`src/rtl/mel_pkg.sv`:
```
`timescale 1ns / 1ps
`default_nettype none
// ----------------------------------------------------------------------------
// mel_pkg: shared types and constants of the expression lexer
// Character classes, queue entry, result record and the code tables.
// ----------------------------------------------------------------------------
package mel_pkg;

   localparam int LINE_MAX_DEFAULT    = 4096;
   localparam int QUEUE_DEPTH_DEFAULT = 4;

   localparam int CH_W    = 8;
   localparam int START_W = 12;
   localparam int LEN_W   = 13;

   typedef enum logic [3:0] {
      CLS_SPACE,
      CLS_COMMA,
      CLS_LPAREN,
      CLS_RPAREN,
      CLS_OP,
      CLS_DIGIT,
      CLS_DOT,
      CLS_UNDER,
      CLS_ALPHA,
      CLS_OTHER
   } char_class_type;

   typedef enum logic [1:0] {
      ST_TOKEN,
      ST_BAD_CHAR,
      ST_MULTI_DOT,
      ST_TOO_LONG
   } status_type;

   typedef enum logic [2:0] {
      TK_LPAREN,
      TK_RPAREN,
      TK_OPER,
      TK_CONST,
      TK_FUNC,
      TK_VECTOR,
      TK_MATRIX,
      TK_VAR
   } token_kind_type;

   // one classified request as it travels through the queue
   typedef struct packed {
      logic            eol;
      logic [CH_W-1:0] ch;
      char_class_type  cls;
   } entry_type;

   // one result record
   typedef struct packed {
      status_type         status;
      token_kind_type     token_kind;
      logic [START_W-1:0] start_pos;
      logic [LEN_W-1:0]   token_len;
      logic [CH_W-1:0]    op_char;
      logic               last_of_run;
   } result_type;

endpackage : mel_pkg
`default_nettype wire

```
`src/rtl/mel_front.sv`:
```
`timescale 1ns / 1ps
`default_nettype none
// ----------------------------------------------------------------------------
// mel_front: request intake and character classification
// Takes requests while the queue has room and tags each with its class.
// ----------------------------------------------------------------------------
module mel_front
   import mel_pkg::*;
(
   input  wire logic            clock,
   input  wire logic            reset,
   input  wire logic            req_valid,
   output logic                 req_stall,
   input  wire logic            req_kind,
   input  wire logic [CH_W-1:0] req_ch,
   input  wire logic            q_full,
   output logic                 q_push,
   output entry_type            q_entry
);

   localparam logic [CH_W-1:0] CH_SPACE  = 8'h20;
   localparam logic [CH_W-1:0] CH_TAB    = 8'h09;
   localparam logic [CH_W-1:0] CH_CR     = 8'h0D;
   localparam logic [CH_W-1:0] CH_COMMA  = 8'h2C;
   localparam logic [CH_W-1:0] CH_LPAREN = 8'h28;
   localparam logic [CH_W-1:0] CH_RPAREN = 8'h29;
   localparam logic [CH_W-1:0] CH_PLUS   = 8'h2B;
   localparam logic [CH_W-1:0] CH_MINUS  = 8'h2D;
   localparam logic [CH_W-1:0] CH_STAR   = 8'h2A;
   localparam logic [CH_W-1:0] CH_SLASH  = 8'h2F;
   localparam logic [CH_W-1:0] CH_CARET  = 8'h5E;
   localparam logic [CH_W-1:0] CH_DOT    = 8'h2E;
   localparam logic [CH_W-1:0] CH_UNDER  = 8'h5F;
   localparam logic [CH_W-1:0] CH_ZERO   = 8'h30;
   localparam logic [CH_W-1:0] CH_NINE   = 8'h39;
   localparam logic [CH_W-1:0] CH_LC_A   = 8'h61;
   localparam logic [CH_W-1:0] CH_LC_Z   = 8'h7A;
   localparam logic [CH_W-1:0] CH_UC_A   = 8'h41;
   localparam logic [CH_W-1:0] CH_UC_Z   = 8'h5A;

   char_class_type cls;

   always_comb begin
      // tab through carriage return covers \t \n \v \f \r
      priority if (req_ch == CH_SPACE || (req_ch >= CH_TAB && req_ch <= CH_CR)) begin
         cls = CLS_SPACE;
      end else if (req_ch == CH_COMMA) begin
         cls = CLS_COMMA;
      end else if (req_ch == CH_LPAREN) begin
         cls = CLS_LPAREN;
      end else if (req_ch == CH_RPAREN) begin
         cls = CLS_RPAREN;
      end else if (req_ch == CH_PLUS || req_ch == CH_MINUS || req_ch == CH_STAR ||
                   req_ch == CH_SLASH || req_ch == CH_CARET) begin
         cls = CLS_OP;
      end else if (req_ch >= CH_ZERO && req_ch <= CH_NINE) begin
         cls = CLS_DIGIT;
      end else if (req_ch == CH_DOT) begin
         cls = CLS_DOT;
      end else if (req_ch == CH_UNDER) begin
         cls = CLS_UNDER;
      end else if ((req_ch >= CH_LC_A && req_ch <= CH_LC_Z) ||
                   (req_ch >= CH_UC_A && req_ch <= CH_UC_Z)) begin
         cls = CLS_ALPHA;
      end else begin
         cls = CLS_OTHER;
      end
   end

   assign req_stall = q_full;
   assign q_push    = req_valid && !q_full;
   assign q_entry   = '{eol: req_kind, ch: req_ch, cls: cls};

`ifndef SYNTHESIS
   a_no_push_when_full: assert property (@(posedge clock) disable iff (reset)
      q_full |-> !q_push)
      else $error("mel_front: push into a full queue");
`endif

endmodule : mel_front
`default_nettype wire

```
`src/rtl/mel_fifo.sv`:
```
`timescale 1ns / 1ps
`default_nettype none
// ----------------------------------------------------------------------------
// mel_fifo: request queue between front and back
// Small register queue; head entry is visible while not empty.
// ----------------------------------------------------------------------------
module mel_fifo
   import mel_pkg::*;
#(
   parameter int DEPTH = QUEUE_DEPTH_DEFAULT
) (
   input  wire logic      clock,
   input  wire logic      reset,
   input  wire logic      push,
   input  wire entry_type push_entry,
   output logic           full,
   input  wire logic      pop,
   output entry_type      head,
   output logic           not_empty
);

   localparam int IDX_W = (DEPTH > 1) ? $clog2(DEPTH) : 1;
   localparam int CNT_W = $clog2(DEPTH + 1);
   localparam logic [IDX_W-1:0] IDX_LAST = IDX_W'(DEPTH - 1);
   localparam logic [CNT_W-1:0] CNT_FULL = CNT_W'(DEPTH);

   entry_type        slot_ff [DEPTH];
   logic [IDX_W-1:0] wr_ptr_ff;
   logic [IDX_W-1:0] rd_ptr_ff;
   logic [CNT_W-1:0] count_ff;
   logic             do_pop;

   assign full      = (count_ff == CNT_FULL);
   assign not_empty = (count_ff != '0);
   assign head      = slot_ff[rd_ptr_ff];
   assign do_pop    = pop && not_empty;

   always_ff @(posedge clock) begin
      if (reset) begin
         wr_ptr_ff <= '0;
         rd_ptr_ff <= '0;
         count_ff  <= '0;
      end else begin
         if (push) begin
            slot_ff[wr_ptr_ff] <= push_entry;
            wr_ptr_ff <= (wr_ptr_ff == IDX_LAST) ? '0 : wr_ptr_ff + 1'b1;
         end
         if (do_pop) begin
            rd_ptr_ff <= (rd_ptr_ff == IDX_LAST) ? '0 : rd_ptr_ff + 1'b1;
         end
         if (push && !do_pop) begin
            count_ff <= count_ff + 1'b1;
         end else if (do_pop && !push) begin
            count_ff <= count_ff - 1'b1;
         end
      end
   end

`ifndef SYNTHESIS
   a_count_bound: assert property (@(posedge clock) disable iff (reset)
      count_ff <= CNT_FULL)
      else $error("mel_fifo: count beyond depth");
`endif

endmodule : mel_fifo
`default_nettype wire

```
`src/rtl/mel_back.sv`:
```
`timescale 1ns / 1ps
`default_nettype none
// ----------------------------------------------------------------------------
// mel_back: lexer state machine and result register
// Pops one request a cycle unless stalled, updates the lexer and emits up to two results.
// ----------------------------------------------------------------------------
module mel_back
   import mel_pkg::*;
#(
   parameter int LINE_MAX = LINE_MAX_DEFAULT
) (
   input  wire logic      clock,
   input  wire logic      reset,
   input  wire entry_type q_head,
   input  wire logic      q_not_empty,
   output logic           q_pop,
   output logic           rsp_valid,
   input  wire logic      rsp_stall,
   output result_type     rsp_res
);

   localparam int POS_W = $clog2(LINE_MAX + 1);
   localparam logic [POS_W-1:0] LINE_LAST = POS_W'(LINE_MAX);

   typedef enum logic [1:0] {
      MODE_IDLE,
      MODE_NUM,
      MODE_NAME,
      MODE_ERR
   } mode_type;

   mode_type         mode_ff,  mode_in;
   logic [POS_W-1:0] pos_ff,   pos_in;
   logic [POS_W-1:0] tstart_ff, tstart_in;
   logic             seen_dot_ff, seen_dot_in;
   logic             seen_under_ff, seen_under_in;
   logic             out_vld_ff;
   result_type       out_res_ff;
   logic             pend_vld_ff;
   result_type       pend_res_ff;

   logic [POS_W-1:0]         len_raw;
   logic [POS_W+LEN_W-1:0]   pos_ext;
   logic [POS_W+LEN_W-1:0]   tstart_ext;
   logic [POS_W+LEN_W-1:0]   len_ext;
   logic [START_W-1:0]       cur_start;
   logic [START_W-1:0]       tok_start;
   logic [LEN_W-1:0]         tok_len;
   token_kind_type           name_kind;

   result_type first_res, idle_res, r0, r1;
   logic       first_vld, idle_vld, run_idle, any_res, two_res;
   logic       out_free, go;

   function automatic result_type mk_res(status_type st, token_kind_type tk,
                                         logic [START_W-1:0] sp,
                                         logic [LEN_W-1:0] len,
                                         logic [CH_W-1:0] op);
      result_type r;
      r.status      = st;
      r.token_kind  = tk;
      r.start_pos   = sp;
      r.token_len   = len;
      r.op_char     = op;
      r.last_of_run = 1'b0;
      return r;
   endfunction

   // every token length ends at the current position
   assign len_raw    = pos_ff - tstart_ff;
   assign pos_ext    = {{LEN_W{1'b0}}, pos_ff};
   assign tstart_ext = {{LEN_W{1'b0}}, tstart_ff};
   assign len_ext    = {{LEN_W{1'b0}}, len_raw};
   assign cur_start  = pos_ext[START_W-1:0];
   assign tok_start  = tstart_ext[START_W-1:0];
   assign tok_len    = len_ext[LEN_W-1:0];

   always_comb begin
      priority if (seen_dot_ff) begin
         name_kind = TK_VECTOR;
      end else if (seen_under_ff) begin
         name_kind = TK_MATRIX;
      end else begin
         name_kind = TK_VAR;
      end
   end

   always_comb begin
      mode_in       = mode_ff;
      pos_in        = pos_ff;
      tstart_in     = tstart_ff;
      seen_dot_in   = seen_dot_ff;
      seen_under_in = seen_under_ff;
      first_res     = '0;
      first_vld     = 1'b0;
      idle_res      = '0;
      idle_vld      = 1'b0;
      run_idle      = 1'b0;

      if (q_head.eol) begin
         if (mode_ff == MODE_NUM) begin
            first_res = mk_res(ST_TOKEN, TK_CONST, tok_start, tok_len, '0);
            first_vld = 1'b1;
         end else if (mode_ff == MODE_NAME) begin
            first_res = mk_res(ST_TOKEN, name_kind, tok_start, tok_len, '0);
            first_vld = 1'b1;
         end
         mode_in       = MODE_IDLE;
         pos_in        = '0;
         tstart_in     = '0;
         seen_dot_in   = 1'b0;
         seen_under_in = 1'b0;
      end else if (mode_ff == MODE_ERR) begin
         // dropped until end of line
      end else if (pos_ff == LINE_LAST) begin
         first_res = mk_res(ST_TOO_LONG, TK_LPAREN, '0, '0, '0);
         first_vld = 1'b1;
         mode_in   = MODE_ERR;
      end else begin
         pos_in = pos_ff + 1'b1;
         unique case (mode_ff)
            MODE_NUM: begin
               if (q_head.cls == CLS_DIGIT) begin
                  // number grows
               end else if (q_head.cls == CLS_DOT) begin
                  if (seen_dot_ff) begin
                     first_res = mk_res(ST_MULTI_DOT, TK_LPAREN, cur_start, LEN_W'(1), '0);
                     first_vld = 1'b1;
                     mode_in   = MODE_ERR;
                  end else begin
                     seen_dot_in = 1'b1;
                  end
               end else begin
                  first_res = mk_res(ST_TOKEN, TK_CONST, tok_start, tok_len, '0);
                  first_vld = 1'b1;
                  run_idle  = 1'b1;
               end
            end
            MODE_NAME: begin
               if (q_head.cls == CLS_LPAREN) begin
                  first_res = mk_res(ST_TOKEN, TK_FUNC, tok_start, tok_len, '0);
                  first_vld = 1'b1;
                  run_idle  = 1'b1;
               end else if (q_head.cls == CLS_OP || q_head.cls == CLS_COMMA ||
                            q_head.cls == CLS_RPAREN) begin
                  first_res = mk_res(ST_TOKEN, name_kind, tok_start, tok_len, '0);
                  first_vld = 1'b1;
                  run_idle  = 1'b1;
               end else begin
                  if (q_head.cls == CLS_DOT) seen_dot_in = 1'b1;
                  if (q_head.cls == CLS_UNDER) seen_under_in = 1'b1;
               end
            end
            MODE_IDLE: begin
               run_idle = 1'b1;
            end
            MODE_ERR: begin
               // handled above
            end
         endcase

         if (run_idle) begin
            mode_in = MODE_IDLE;
            unique case (q_head.cls)
               CLS_SPACE, CLS_COMMA: begin
               end
               CLS_LPAREN: begin
                  idle_res = mk_res(ST_TOKEN, TK_LPAREN, cur_start, LEN_W'(1), '0);
                  idle_vld = 1'b1;
               end
               CLS_RPAREN: begin
                  idle_res = mk_res(ST_TOKEN, TK_RPAREN, cur_start, LEN_W'(1), '0);
                  idle_vld = 1'b1;
               end
               CLS_OP: begin
                  idle_res = mk_res(ST_TOKEN, TK_OPER, cur_start, LEN_W'(1), q_head.ch);
                  idle_vld = 1'b1;
               end
               CLS_DIGIT, CLS_ALPHA: begin
                  mode_in       = (q_head.cls == CLS_DIGIT) ? MODE_NUM : MODE_NAME;
                  tstart_in     = pos_ff;
                  seen_dot_in   = 1'b0;
                  seen_under_in = 1'b0;
               end
               CLS_DOT, CLS_UNDER, CLS_OTHER: begin
                  idle_res = mk_res(ST_BAD_CHAR, TK_LPAREN, cur_start, LEN_W'(1), '0);
                  idle_vld = 1'b1;
                  mode_in  = MODE_ERR;
               end
            endcase
         end
      end
   end

   // pack results: flushed token first, then the idle-mode token
   always_comb begin
      any_res = first_vld || idle_vld;
      two_res = first_vld && idle_vld;
      r0      = first_vld ? first_res : idle_res;
      r1      = idle_res;
      r0.last_of_run = !two_res;
      r1.last_of_run = 1'b1;
   end

   assign out_free = !out_vld_ff || !rsp_stall;
   assign go       = q_not_empty && !pend_vld_ff && (out_free || !any_res);
   assign q_pop    = go;

   always_ff @(posedge clock) begin
      if (reset) begin
         mode_ff       <= MODE_IDLE;
         pos_ff        <= '0;
         tstart_ff     <= '0;
         seen_dot_ff   <= 1'b0;
         seen_under_ff <= 1'b0;
         out_vld_ff    <= 1'b0;
         pend_vld_ff   <= 1'b0;
      end else if (pend_vld_ff) begin
         if (out_free) begin
            out_res_ff  <= pend_res_ff;
            out_vld_ff  <= 1'b1;
            pend_vld_ff <= 1'b0;
         end
      end else if (go) begin
         mode_ff       <= mode_in;
         pos_ff        <= pos_in;
         tstart_ff     <= tstart_in;
         seen_dot_ff   <= seen_dot_in;
         seen_under_ff <= seen_under_in;
         if (any_res) begin
            out_res_ff  <= r0;
            out_vld_ff  <= 1'b1;
            pend_res_ff <= r1;
            pend_vld_ff <= two_res;
         end else if (out_free) begin
            out_vld_ff <= 1'b0;
         end
      end else if (out_free) begin
         out_vld_ff <= 1'b0;
      end
   end

   assign rsp_valid = out_vld_ff;
   assign rsp_res   = out_res_ff;

`ifndef SYNTHESIS
   a_pend_behind_out: assert property (@(posedge clock) disable iff (reset)
      pend_vld_ff |-> out_vld_ff)
      else $error("mel_back: second result waiting without a first");
   a_first_not_last: assert property (@(posedge clock) disable iff (reset)
      pend_vld_ff |-> !out_res_ff.last_of_run)
      else $error("mel_back: first of two results marked last");
   a_pos_bound: assert property (@(posedge clock) disable iff (reset)
      pos_ff <= LINE_LAST)
      else $error("mel_back: position beyond line limit");
   a_start_before_pos: assert property (@(posedge clock) disable iff (reset)
      (mode_ff == MODE_NUM || mode_ff == MODE_NAME) |-> tstart_ff < pos_ff)
      else $error("mel_back: token start not behind position");
   a_no_pop_while_pending: assert property (@(posedge clock) disable iff (reset)
      pend_vld_ff |-> !q_pop)
      else $error("mel_back: request taken while a result is pending");
`endif

endmodule : mel_back
`default_nettype wire

```
`src/rtl/math_expression_lexer_core.sv`:
```
`timescale 1ns / 1ps
`default_nettype none
// ----------------------------------------------------------------------------
// math_expression_lexer_core: streaming lexer for one expression line
// Front classifies requests into a small queue; back runs the lexer.
// ----------------------------------------------------------------------------
// Each request carries one character of a line or an end-of-line mark; the
// block answers with token records (parentheses, operators, constants, and
// names sorted into function call, vector access, matrix access or variable)
// or error records, with last_of_run set on the final record of each
// request. A request is taken every cycle while the queue (default depth
// four) has room; the lexer consumes one request per cycle, the sustained
// rate, unless a second record is pending or the result side stalls. A
// request yielding two records (a name or number closed by a parenthesis or
// operator, or a number cut by a bad byte) holds the lexer until its second
// record moves into the result register. Records pass the queue, lexer and
// result register in turn. After an error every character is dropped until
// the end-of-line request, which also flushes a pending name or number.
// ----------------------------------------------------------------------------
module math_expression_lexer_core
   import mel_pkg::*;
#(
   parameter int LINE_MAX    = LINE_MAX_DEFAULT,
   parameter int QUEUE_DEPTH = QUEUE_DEPTH_DEFAULT
) (
   input  wire logic               clock,
   input  wire logic               reset,
   // request channel
   input  wire logic               req_valid,
   output logic                    req_stall,
   input  wire logic               req_kind,
   input  wire logic [CH_W-1:0]    req_ch,
   // result channel
   output logic                    rsp_valid,
   input  wire logic               rsp_stall,
   output logic [1:0]              rsp_status,
   output logic [2:0]              rsp_token_kind,
   output logic [START_W-1:0]      rsp_start_pos,
   output logic [LEN_W-1:0]        rsp_token_len,
   output logic [CH_W-1:0]         rsp_op_char,
   output logic                    rsp_last_of_run
);

   // queue handshake between front and back
   logic       q_full;
   logic       q_push;
   entry_type  q_entry;
   logic       q_pop;
   entry_type  q_head;
   logic       q_not_empty;
   result_type rsp_res;

   mel_front u_front (
      .clock     (clock),
      .reset     (reset),
      .req_valid (req_valid),
      .req_stall (req_stall),
      .req_kind  (req_kind),
      .req_ch    (req_ch),
      .q_full    (q_full),
      .q_push    (q_push),
      .q_entry   (q_entry)
   );

   mel_fifo #(
      .DEPTH (QUEUE_DEPTH)
   ) u_fifo (
      .clock      (clock),
      .reset      (reset),
      .push       (q_push),
      .push_entry (q_entry),
      .full       (q_full),
      .pop        (q_pop),
      .head       (q_head),
      .not_empty  (q_not_empty)
   );

   mel_back #(
      .LINE_MAX (LINE_MAX)
   ) u_back (
      .clock       (clock),
      .reset       (reset),
      .q_head      (q_head),
      .q_not_empty (q_not_empty),
      .q_pop       (q_pop),
      .rsp_valid   (rsp_valid),
      .rsp_stall   (rsp_stall),
      .rsp_res     (rsp_res)
   );

   // unpack the result record onto its ports
   assign rsp_status      = rsp_res.status;
   assign rsp_token_kind  = rsp_res.token_kind;
   assign rsp_start_pos   = rsp_res.start_pos;
   assign rsp_token_len   = rsp_res.token_len;
   assign rsp_op_char     = rsp_res.op_char;
   assign rsp_last_of_run = rsp_res.last_of_run;

endmodule : math_expression_lexer_core
`default_nettype wire

```
`config.mk`:
```
export PLATFORM = sky130hd
export DESIGN_NAME = math_expression_lexer_core
export DESIGN_NICKNAME = d
export VERILOG_FILES = /design/src/rtl/mel_pkg.sv /design/src/rtl/mel_front.sv /design/src/rtl/mel_fifo.sv /design/src/rtl/mel_back.sv /design/src/rtl/math_expression_lexer_core.sv
export SDC_FILE = /design/constraint.sdc
export NUM_CORES = 1
export LEC_CHECK = 0
export BUFFER_PORTS_ARGS = -buffer_cell sky130_fd_sc_hd__buf_2
export CAP_MARGIN = 40
export CORE_MARGIN = 2
export CORE_UTILIZATION = 66
export DETAILED_ROUTE_END_ITERATION = 10
export GPL_ROUTABILITY_DRIVEN = 0
export PLACE_DENSITY_LB_ADDON = 0.12
export SLEW_MARGIN = 20
export SYNTH_ARGS = -nofsm -noshare
export SYNTH_HDL_FRONTEND = slang
export SYNTH_HIERARCHICAL = 1
export SYNTH_SLANG_ARGS = --single-unit
```
`constraint.sdc`:
```
create_clock -name clock -period 12.3 [get_ports clock]
set_input_delay 0.615 -clock clock [delete_from_list [all_inputs] [get_ports clock]]
set_output_delay 0.615 -clock clock [all_outputs]
set_load 0.005 [all_outputs]
```
== Word level (Yosys, flattened, before mapping) ==
Memory sizes are Yosys's and may differ from the RTL's. A register that Yosys moved wholly into a read port is not among the register bits.
Index checks and enable logic that the tools add are counted.
Cells by class
  mux-type cells: 109
  reduce and logical (&&, ||, !) cells: 48
  $lt $le $gt $ge: 8
  bitwise operators: 2
  $add $sub $neg: 6
  equal/unequal tests: 31
Operators by type and width (count)
  39-bit 2-to-1 mux: 17
  38-bit case mux with 4 select lines: 1
  13-bit 2-to-1 mux: 8
  39-bit case mux with 2 select lines: 1
  37-bit 2-to-1 mux: 2
  8-bit by 6-bit equality test with 1-bit output (second input constant): 9
  1-bit 2-to-1 mux: 52
  4-bit 2-to-1 mux: 8
  2-bit 2-to-1 mux: 13
  4-bit by 3-bit equality test with 1-bit output (second input constant): 4
  8-bit by 7-bit equality test with 1-bit output (second input constant): 2
  8-bit by 7-bit >= comparator with 1-bit output (second input constant): 2
  8-bit by 7-bit <= comparator with 1-bit output (second input constant): 2
  13-bit by 1-bit adder with 13-bit output (second input constant): 1
  13-bit equality test (second input constant): 1
  13-bit subtractor: 1
  4-bit AND reduction: 3
  4-bit nonzero test: 3
  1-bit logical AND: 11
  1-bit logical OR: 11
  2-bit nonzero test: 5
  3-bit 2-to-1 mux: 3
  2-bit equality test (second input constant): 4
  4-bit by 2-bit equality test with 1-bit output (second input constant): 2
  other kinds (25): 38
Word-level totals
  output and inout bits: 41
  input port bits: 13
  bits in registers: 116
  memories: 1
  RAM bits: 52
  word-level logic and storage cells: 226
Memories
  u_fifo.slot_ff: depth 4, width 13, read ports 1, clocked after memory_dff 1, wr ports 1, RTL line mel_fifo.sv:27  | entry_type slot_ff [DEPTH];

== Depth between registers and ports, before layout ==
Gate-level depths: netlist (run 1).
  word-level depth: 21
  mapped depth: 16
  depth with buffers taken out: 15

== Cells and area by module ==
Netlist (run 1), hierarchy kept.
By module, submodules not included
  mel_back: cells each 541, area an instance 5407.7 um2, instances 1, seq. area each 2532.4 um2
  mel_fifo: cells each 113, area an instance 2349.8 um2, instances 1, seq. area each 1741.7 um2
  mel_front: cells each 55, area an instance 404.1 um2, instances 1, seq. area each 0.0 um2

== Worst setup path after synthesis (run 1) ==
Ideal clock, no wire load.
  kind: reg2reg
  start: register (tool-made name)
  end: register u_back.out_res_ff (netlist bit u_back/rsp_res[0]), enable pin
  arrival: 6.559 ns
  period minus slack after synthesis: 7.102 ns
  required time: 11.757 ns
  setup time: 0.543 ns
  buffers on the path: 1
  setup slack: 5.198 ns
  cell stages (with the launch flop): 9
  cell sequence: dfxtp_1 > buf_6 > mux4_2 > or3_1 > a21o_1 > a2111oi_4 > o21ba_2 > o21ai_2 > o41ai_1
RTL lines
  to (signal assigned): RTL line mel_back.sv:220  | out_res_ff <= pend_res_ff;
  to (signal assigned): RTL line mel_back.sv:231  | out_res_ff <= r0;
  to (decl): RTL line mel_back.sv:38  | result_type out_res_ff;

==> summary.md, run 1 <==
| Metric | Value |
|---|---|
| Status | finished, final reports clean |
| Hpwl dp | 12300 µm |
| Post-DR wirelength/cell | 19.3 µm |
| GRT Residual Overflow | 0 |
| Crit share post-route | between 40% and 50% |
| Die Area | ~13000 µm² |
| WP data arrival | ~5.5 ns |
| Top Ports | 54 |
| Mapped cell area | just over 8000 µm² |
| Fin crit period | slightly above 5 ns |
| Largest net degree at the start of global routing | 43 |
| CTS tree | built |
| Layout net count | roughly 780 |
| Row count | 40 |
| Clock latency on the worst-skew pair | approximately 0.43 ns |
| Max Fclk | ~200 MHz |
| Inserted Clock Buffers | 17 |
| Synthesis warning total | 6 |
| Post-synthesis average cell area | about 12 µm² |
| Drt total wl | 17700 µm |
| Hold-fix buffers at CTS | 0 |
| WHS | ~0.43 ns |
| Lkg Pwr | around 3.2 nW |
| Port-buffer cells | 53 |
| Worst path bufs/invs | 3 |
| Die height | approximately 120 µm |
| Worst-Margin Slew | around 0.87 ns |
| Most frequent cells in the layout | edfxtp_1, buf_2, nand2_1 |
| Synth Instances | around 700 |
| Met2 Wirelength | about 8000 µm |
| TNS Setup | 0 ns |
| Slew margin rel. | around 41% |
| MaxCap Viol Count | 0 |
| Drt first pass iters | 6 |
| Area added between synthesis and finish | 9.70% |
| Maximum vdd drop | around 0.00013 V |
| Filler cells | just over 800 |
| Total GRT Usage | between 20% and 30% |
| Critical path endpoint category | flip-flop |
| CP top delay family | compound AO/OA/AOI/OAI gates |
| Crit path cell chain | buf_8 -> mux4_2 -> or2_2 -> a31o_2 -> a2111oi_4 -> o21ba_2 -> o21ai_2 -> inv_1 -> o31ai_4 -> ha_1 -> inv_1 -> fa_1 -> xor2_1 -> or3_1 -> a21oi_1 |
| Metal1 wirelength | about 7700 µm |
| Post-synthesis sequential area ratio | a little over half |
| Layout cell share with drive strength beyond 1 | between 10% and 20% |
| Core area | between 10000 and 15000 µm² |
| Worst Path Max Fanout | 18 |
| Initial core utilization | 67.7% |
| Die X-Extent | ~120 µm |
| First-pass GRT wire length | between 20000 and 30000 µm |
| Critical path type | flip-flop to flip-flop |
| Count of final setup violators | 0 |
| Met3 wire length | 1880 µm |
| CP max stage delay | approximately 0.70 ns |
| RSZ-0062 raised after global routing | no |
| Routed Antenna Nets | 0 |
| Post-synth EDFFs | between 100 and 150 |
| DR vias | between 5000 and 6000 |
| Final hold violation count | 0 |
| Ys async rst share | 0% |
| Clock sinks | approximately 160 |
| DP Area | between 8000 and 9000 µm² |
| Initial antenna violation count | 0 |
| Most common cell after layout, fill and taps aside | edfxtp_1 |
| Post-synthesis cell type count | slightly above 80 |
| Root Buffer | clkbuf_16 |
| Pwr/cell area | between 150 and 200 nW/µm² |
| Max Buffers Root-to-Sink | 2 |
| Hold/Removal Path Class | input pin to flip-flop |
| # Post-CTS Setup Buffers | 0 |
| DRC errors left | 0 |
| Post-synth top flop | edfxtp_1 |
| Synth Register Bits | 156 |
| Diodes inserted | 0 |
| Uppermost layer routed | met4 |
| H-Tree Depth | 4 |
| Critical Path RT | ~13 ns |
| Cts repair resizes | 0 |
| Vias in the first global route | 5601 |
| Final Max Tran Viols | 0 |
| Critical Path Start Type | flip-flop |
| Post-layout instance area | 8950 µm² |
| Crit-path slowest cell | mux4_2 |
| Vias per inst | about 6.4 |
| Clock slew at the register clock pins of the worst setup and hold paths | 0.06 ns |
| Initial DRC count | 720 |
| Syn_nets | 749 |
| Final Skew | around 0.016 ns |
| CP dominant cell by count | inv_1 |
## layer usage
| layer | vias up | global-route usage [%] |
|---|---|---|
| li1 | 2737 | - |
| met1 | 2870 | 40.7 |
| met2 | 292 | 40.6 |
| met3 | 22 | 9.17 |
| met4 | 0 | 8.84 |
| met5 | - | 0 |
## through the flow
| stage | total power, mW | worst slack, ns | utilization [%] | std cells |
|---|---|---|---|---|
| floorplan | 1.06 | 5.20 | - | 709 |
| global placement | 1.16 | 7.24 | 69.8 | 884 |
| detailed placement | 1.19 | 7.01 | 69.9 | 886 |
| CTS | 1.63 | 6.97 | 74.1 | 917 |
| global route | 1.73 | 6.92 | 74.2 | 919 |
| finish | 1.65 | 7.20 | 74.2 | 919 |
## final cells by class
type	count	area (µm²)	area share, %
Inverter	42	158	1.76
Timing Repair Buffer	63	345	3.86
Multi-Input combinational cell	459	3460	38.7
Tap cell	168	210	2.35
Clock inverter	14	80.1	0.894
Clock buffer	17	425	4.75
Sequential cell	156	4270	47.7
## sequential cells by signal, indices dropped and copies added (netlist names), named ones only
name	flops
u_fifo/count_ff	3
u_back/pend_res_ff	24
u_back/seen_under_ff	1
u_fifo/wr_ptr_ff	2
u_back/tstart_ff	13
u_back/mode_ff	2
u_back/pos_ff	13
u_back/rsp_valid	1
u_back/rsp_res	39
u_fifo/rd_ptr_ff	2
u_back/seen_dot_ff	1
u_fifo/slot_ff	52
u_back/pend_vld_ff	1
## logic make-up after synthesis
family                   after synthesis  share of synthesized area [%]
XOR/XNOR                              12                           1.29
multiplexers                          30                           5.84
buffers and inverters                 94                           5.40
flip-flops                           156                           52.4
AO/OA/AOI/OAI                        147                           14.3
adder cells (fa/ha/maj)               27                           4.32
AND/OR/NAND/NOR                      243                           16.4
## synthesized netlist by cell type, drive strengths merged, types with 3 or more instances
cell type / instances / area, µm²
nand3: 26 / 130
nor4b: 3 / 26.3
nor3: 16 / 85.1
nor2: 30 / 113
or4: 11 / 82.6
nand2b: 15 / 93.8
and3: 8 / 50.1
o311ai: 5 / 51.3
buf: 26 / 183
or2: 4 / 25.0
inv: 41 / 154
a21oi: 20 / 104
clkbuf: 26 / 100
nor3b: 4 / 35.0
nor4: 8 / 71.3
and2: 31 / 194
a31oi: 5 / 31.3
o21ai: 26 / 138
a21o: 3 / 22.5
dfxtp: 41 / 821
nand4: 8 / 50.1
ha: 25 / 313
a211oi: 17 / 150
a211o: 4 / 35.0
o41ai: 4 / 35.0
a32oi: 3 / 26.3
nor2b: 11 / 68.8
nand2: 52 / 195
o31ai: 19 / 156
edfxtp: 115 / 3450
xnor2: 3 / 26.3
mux2i: 15 / 150
a2111oi: 3 / 63.8
or3: 9 / 56.3
o21bai: 3 / 26.3
a221o: 12 / 120
mux4: 13 / 304
xor2: 9 / 78.8
o211ai: 4 / 40.0
## worst register-to-register path, delay by kind of cell, from the launching register on
kind / cells / cell delay (ns)
compound gates: 6 / 1.80
xor+xnor: 1 / 0.18
fa+ha+maj: 2 / 0.63
buf+inv: 3 / 0.43
flops: 1 / 0.60
mux: 1 / 0.70
simple gates: 2 / 0.69
## final timing paths
kind,slack (ns),from,end,cells past startpoint
setup reg to reg,7.20,flip-flop,u_fifo/count_ff[2]$_SDFFE_PP0P_,15
hold reg to reg,0.52,u_fifo/rd_ptr_ff[0]$_SDFFE_PP0P_,u_fifo/rd_ptr_ff[0]$_SDFFE_PP0P_,2
hold / removal,0.43,req_kind,u_fifo/slot_ff[2][12]$_DFFE_PP_,1
setup / recovery,7.20,flip-flop,u_fifo/count_ff[2]$_SDFFE_PP0P_,15
## power by group
| group | switching (mW) | total [mW] | internal (mW) |
|---|---|---|---|
| combinational | 0.340 | 0.531 | 0.190 |
| clock | 0.197 | 0.448 | 0.252 |
| sequential | 0.0402 | 0.667 | 0.627 |
| total | 0.577 | 1.65 | 1.07 |
Note: power is estimated with default switching activity, not from simulation.
==> run 2, diff against run 1 <==
--- a/config.mk
+++ b/config.mk
@@ -8,7 +8,7 @@
 export BUFFER_PORTS_ARGS = -buffer_cell sky130_fd_sc_hd__buf_2
 export CAP_MARGIN = 40
 export CORE_MARGIN = 2
-export CORE_UTILIZATION = 66
+export CORE_UTILIZATION = 61
 export DETAILED_ROUTE_END_ITERATION = 10
 export GPL_ROUTABILITY_DRIVEN = 0
 export PLACE_DENSITY_LB_ADDON = 0.12
==> constraint.sdc (replaced) <==
create_clock -name clock -period 4.8 [get_ports clock]
set_input_delay 0.24 -clock clock [delete_from_list [all_inputs] [get_ports clock]]
set_output_delay 0.24 -clock clock [all_outputs]
set_load 0.005 [all_outputs]
==> run 2 against run 1 <==
Compared with the run above:
- power grew to 2.7 times the previous value
- global-route usage is 1.9 points lower
- routed wire length is 2.1% higher
- count of clock-buffer cells in the layout stayed put
- hold slack worse by 0.39 ns
- maximum frequency is 16% higher
- clock power grew to 3.0 times the previous value
- cell count is 1.6% higher
- non-clock buffer count is 7 higher
- combinational power grew to 2.6 times the previous value
==> summary.md, run 2 (same netlist as run 1, synthesis figures left out) <==
| Metric | Value |
|---|---|
| Slew margin rel. | 43.1% (+1.6 points) |
| Root Buffer | clkbuf_16 |
| Count of final setup violators | 0 (unchanged) |
| Cts repair resizes | 0 (unchanged) |
| Crit share post-route | 91.5% (+50 points) |
| Vias in the first global route | 5613 (+0.21%) |
| First-pass GRT wire length | 29000 µm (+2.5%) |
| Layout net count | 786 (+0.90%) |
| Area added between synthesis and finish | 11.8% |
| Max Fclk | 228 MHz (+16%) |
| Hpwl dp | 12400 µm (+1.1%) |
| Initial antenna violation count | 0 (unchanged) |
| Pwr/cell area | 488 nW/µm² (+170%) |
| Most flops, register | u_fifo/slot_ff |
| Worst-Margin Slew | 0.848 ns (-0.0252 ns) |
| WHS | 0.0392 ns (-0.390 ns) |
| Post-DR wirelength/cell | 19.4 µm (+0.46%) |
| Hold-fix buffers at CTS | 0 (unchanged) |
| Status | finished, final reports clean |
| Core area | 13100 µm² (+8.9%) |
| Clock sinks | 156 (unchanged) |
| Dpl cells | 902 (+1.8%) |
| Lkg Pwr | 3.25 nW (+2.3%) |
| Tot Pwr | 4.45 mW (+170%) |
| CTS tree | built |
| WP data arrival | 4.75 ns (-0.70 ns) |
| DRC errors left | 0 (unchanged) |
| MaxCap Viol Count | 0 (unchanged) |
| Fin crit period | 4.39 ns (-0.711 ns) |
| Critical Path Start Type | flip-flop |
| Top Ports | 54 (unchanged) |
| Final Max Tran Viols | 0 (unchanged) |
| Routed Antenna Nets | 0 (unchanged) |
| Largest net degree at the start of global routing | 42 (-2.3%) |
| Die Area | 14300 µm² (+7.9%) |
| Critical path endpoint category | flip-flop |
| Initial DRC count | 735 (+2.1%) |
| Final cell count without fillers | 934 (+1.6%) |
| Critical Path RT | 5.16 ns (-7.49 ns) |
| Vias per inst | 6.40 (-0.61%) |
| Critical path type | flip-flop to flip-flop |
| Max Buffers Root-to-Sink | 2 (unchanged) |
| Most frequent cells in the layout | edfxtp_1, buf_2, nand2_1 |
| Clock slew at the register clock pins of the worst setup and hold paths | 0.06 ns (about the same) |
| Maximum vdd drop | 0.000304 V (+130%) |
| Drt first pass iters | 6 (unchanged) |
| Total GRT Usage | 26.2% (-1.9 points) |
| Drt total wl | 18100 µm (+2.1%) |
| Max reg flops | 52 (unchanged) |
| Final hold violation count | 0 (unchanged) |
| Die height | 120 µm (+3.9%) |
| Diodes inserted | 0 (unchanged) |
| GRT Residual Overflow | 0 (unchanged) |
| RSZ-0062 raised after global routing | no |
| Worst Path Max Fanout | 12 (-6) |
| Port-buffer cells | 53 (unchanged) |
| # Post-CTS Setup Buffers | 0 (unchanged) |
| Inserted Clock Buffers | 17 (unchanged) |
| DR vias | 5981 (+1.0%) |
| Layout cell share with drive strength beyond 1 | 18.2% (+1.3 points) |
| Row count | 42 (+5.0%) |
| TNS Setup | 0 ns (unchanged) |
| Initial core utilization | 62.1% (-5.5 points) |
| Most common cell after layout, fill and taps aside | edfxtp_1 |
| Hold/Removal Path Class | input pin to flip-flop |
| Final Skew | 0.00560 ns (-0.0107 ns) |
| Clock latency on the worst-skew pair | 0.43 ns (about the same) |
| Die X-Extent | 120 µm (+3.9%) |
| H-Tree Depth | 4 (unchanged) |
==> run 2: worst paths after layout <==
| path | startpoint | end | slack, ns | cells after the start |
|---|---|---|---|---|
| max | flip-flop | u_fifo/count_ff[2]$_SDFFE_PP0P_ | 0.41 | 15 |
| min | req_kind | u_fifo/slot_ff[3][12]$_DFFE_PP_ | 0.04 | 1 |
| max reg2reg | flip-flop | u_fifo/count_ff[2]$_SDFFE_PP0P_ | 0.41 | 15 |
| min reg2reg | u_back/seen_under_ff$_SDFFE_PP0P_ | u_back/seen_under_ff$_SDFFE_PP0P_ | 0.51 | 2 |
==> run 2: critical path, cell delays in order, from the launching register on <==
cell and delay [ns]:
dfxtp_1 0.59, mux4_2 0.70, or3_1 0.47, a21o_1 0.26, a2111oi_4 0.47, o21ba_2 0.35, o21ai_2 0.09, buf_4 0.18
inv_1 0.11, o31ai_4 0.10, ha_1 0.22, inv_1 0.08, fa_1 0.18, xor2_1 0.08, or3_1 0.31, a21oi_1 0.13
==> run 2: area by class of cell <==
cell class / count / area [µm²]
fillers: 941 / 4020
clock buffers: 17 / 425
well taps: 176 / 220
clock inverters: 14 / 171
flip-flops and latches: 156 / 4270
repair buffers: 70 / 393
inverters: 42 / 158
multi-input cells: 459 / 3480
==> run 2: routing by layer <==
| layer | share of wire, % | vias to the layer above | global-route usage [%] |
|---|---|---|---|
| met5 | 0 | - | 0 |
| met4 | 1.6 | 0 | 8.75 |
| met3 | 9.6 | 34 | 5.85 |
| met2 | 46 | 310 | 40.4 |
| met1 | 42 | 2889 | 37.1 |
| li1 | - | 2748 | - |
==> run 2: stage by stage <==
step	util, %	worst slack (ns)	cell area (µm²)
4_1_cts	69.4	0.403	9110
6_report	69.4	0.407	9120
3_3_place_gp	64.8	0.581	8510
3_5_place_dp	64.8	0.438	8520
5_1_grt	69.4	0.104	9120
2_1_floorplan	-	0.414	8190
==> run 2: power breakdown <==
| part | switching [mW] | leakage [nW] | internal [mW] | total [mW] |
|---|---|---|---|---|
| clock | 0.536 | 0.275 | 0.814 | 1.35 |
| combinational | 0.905 | 1.58 | 0.498 | 1.40 |
| sequential | 0.0890 | 1.40 | 1.61 | 1.70 |
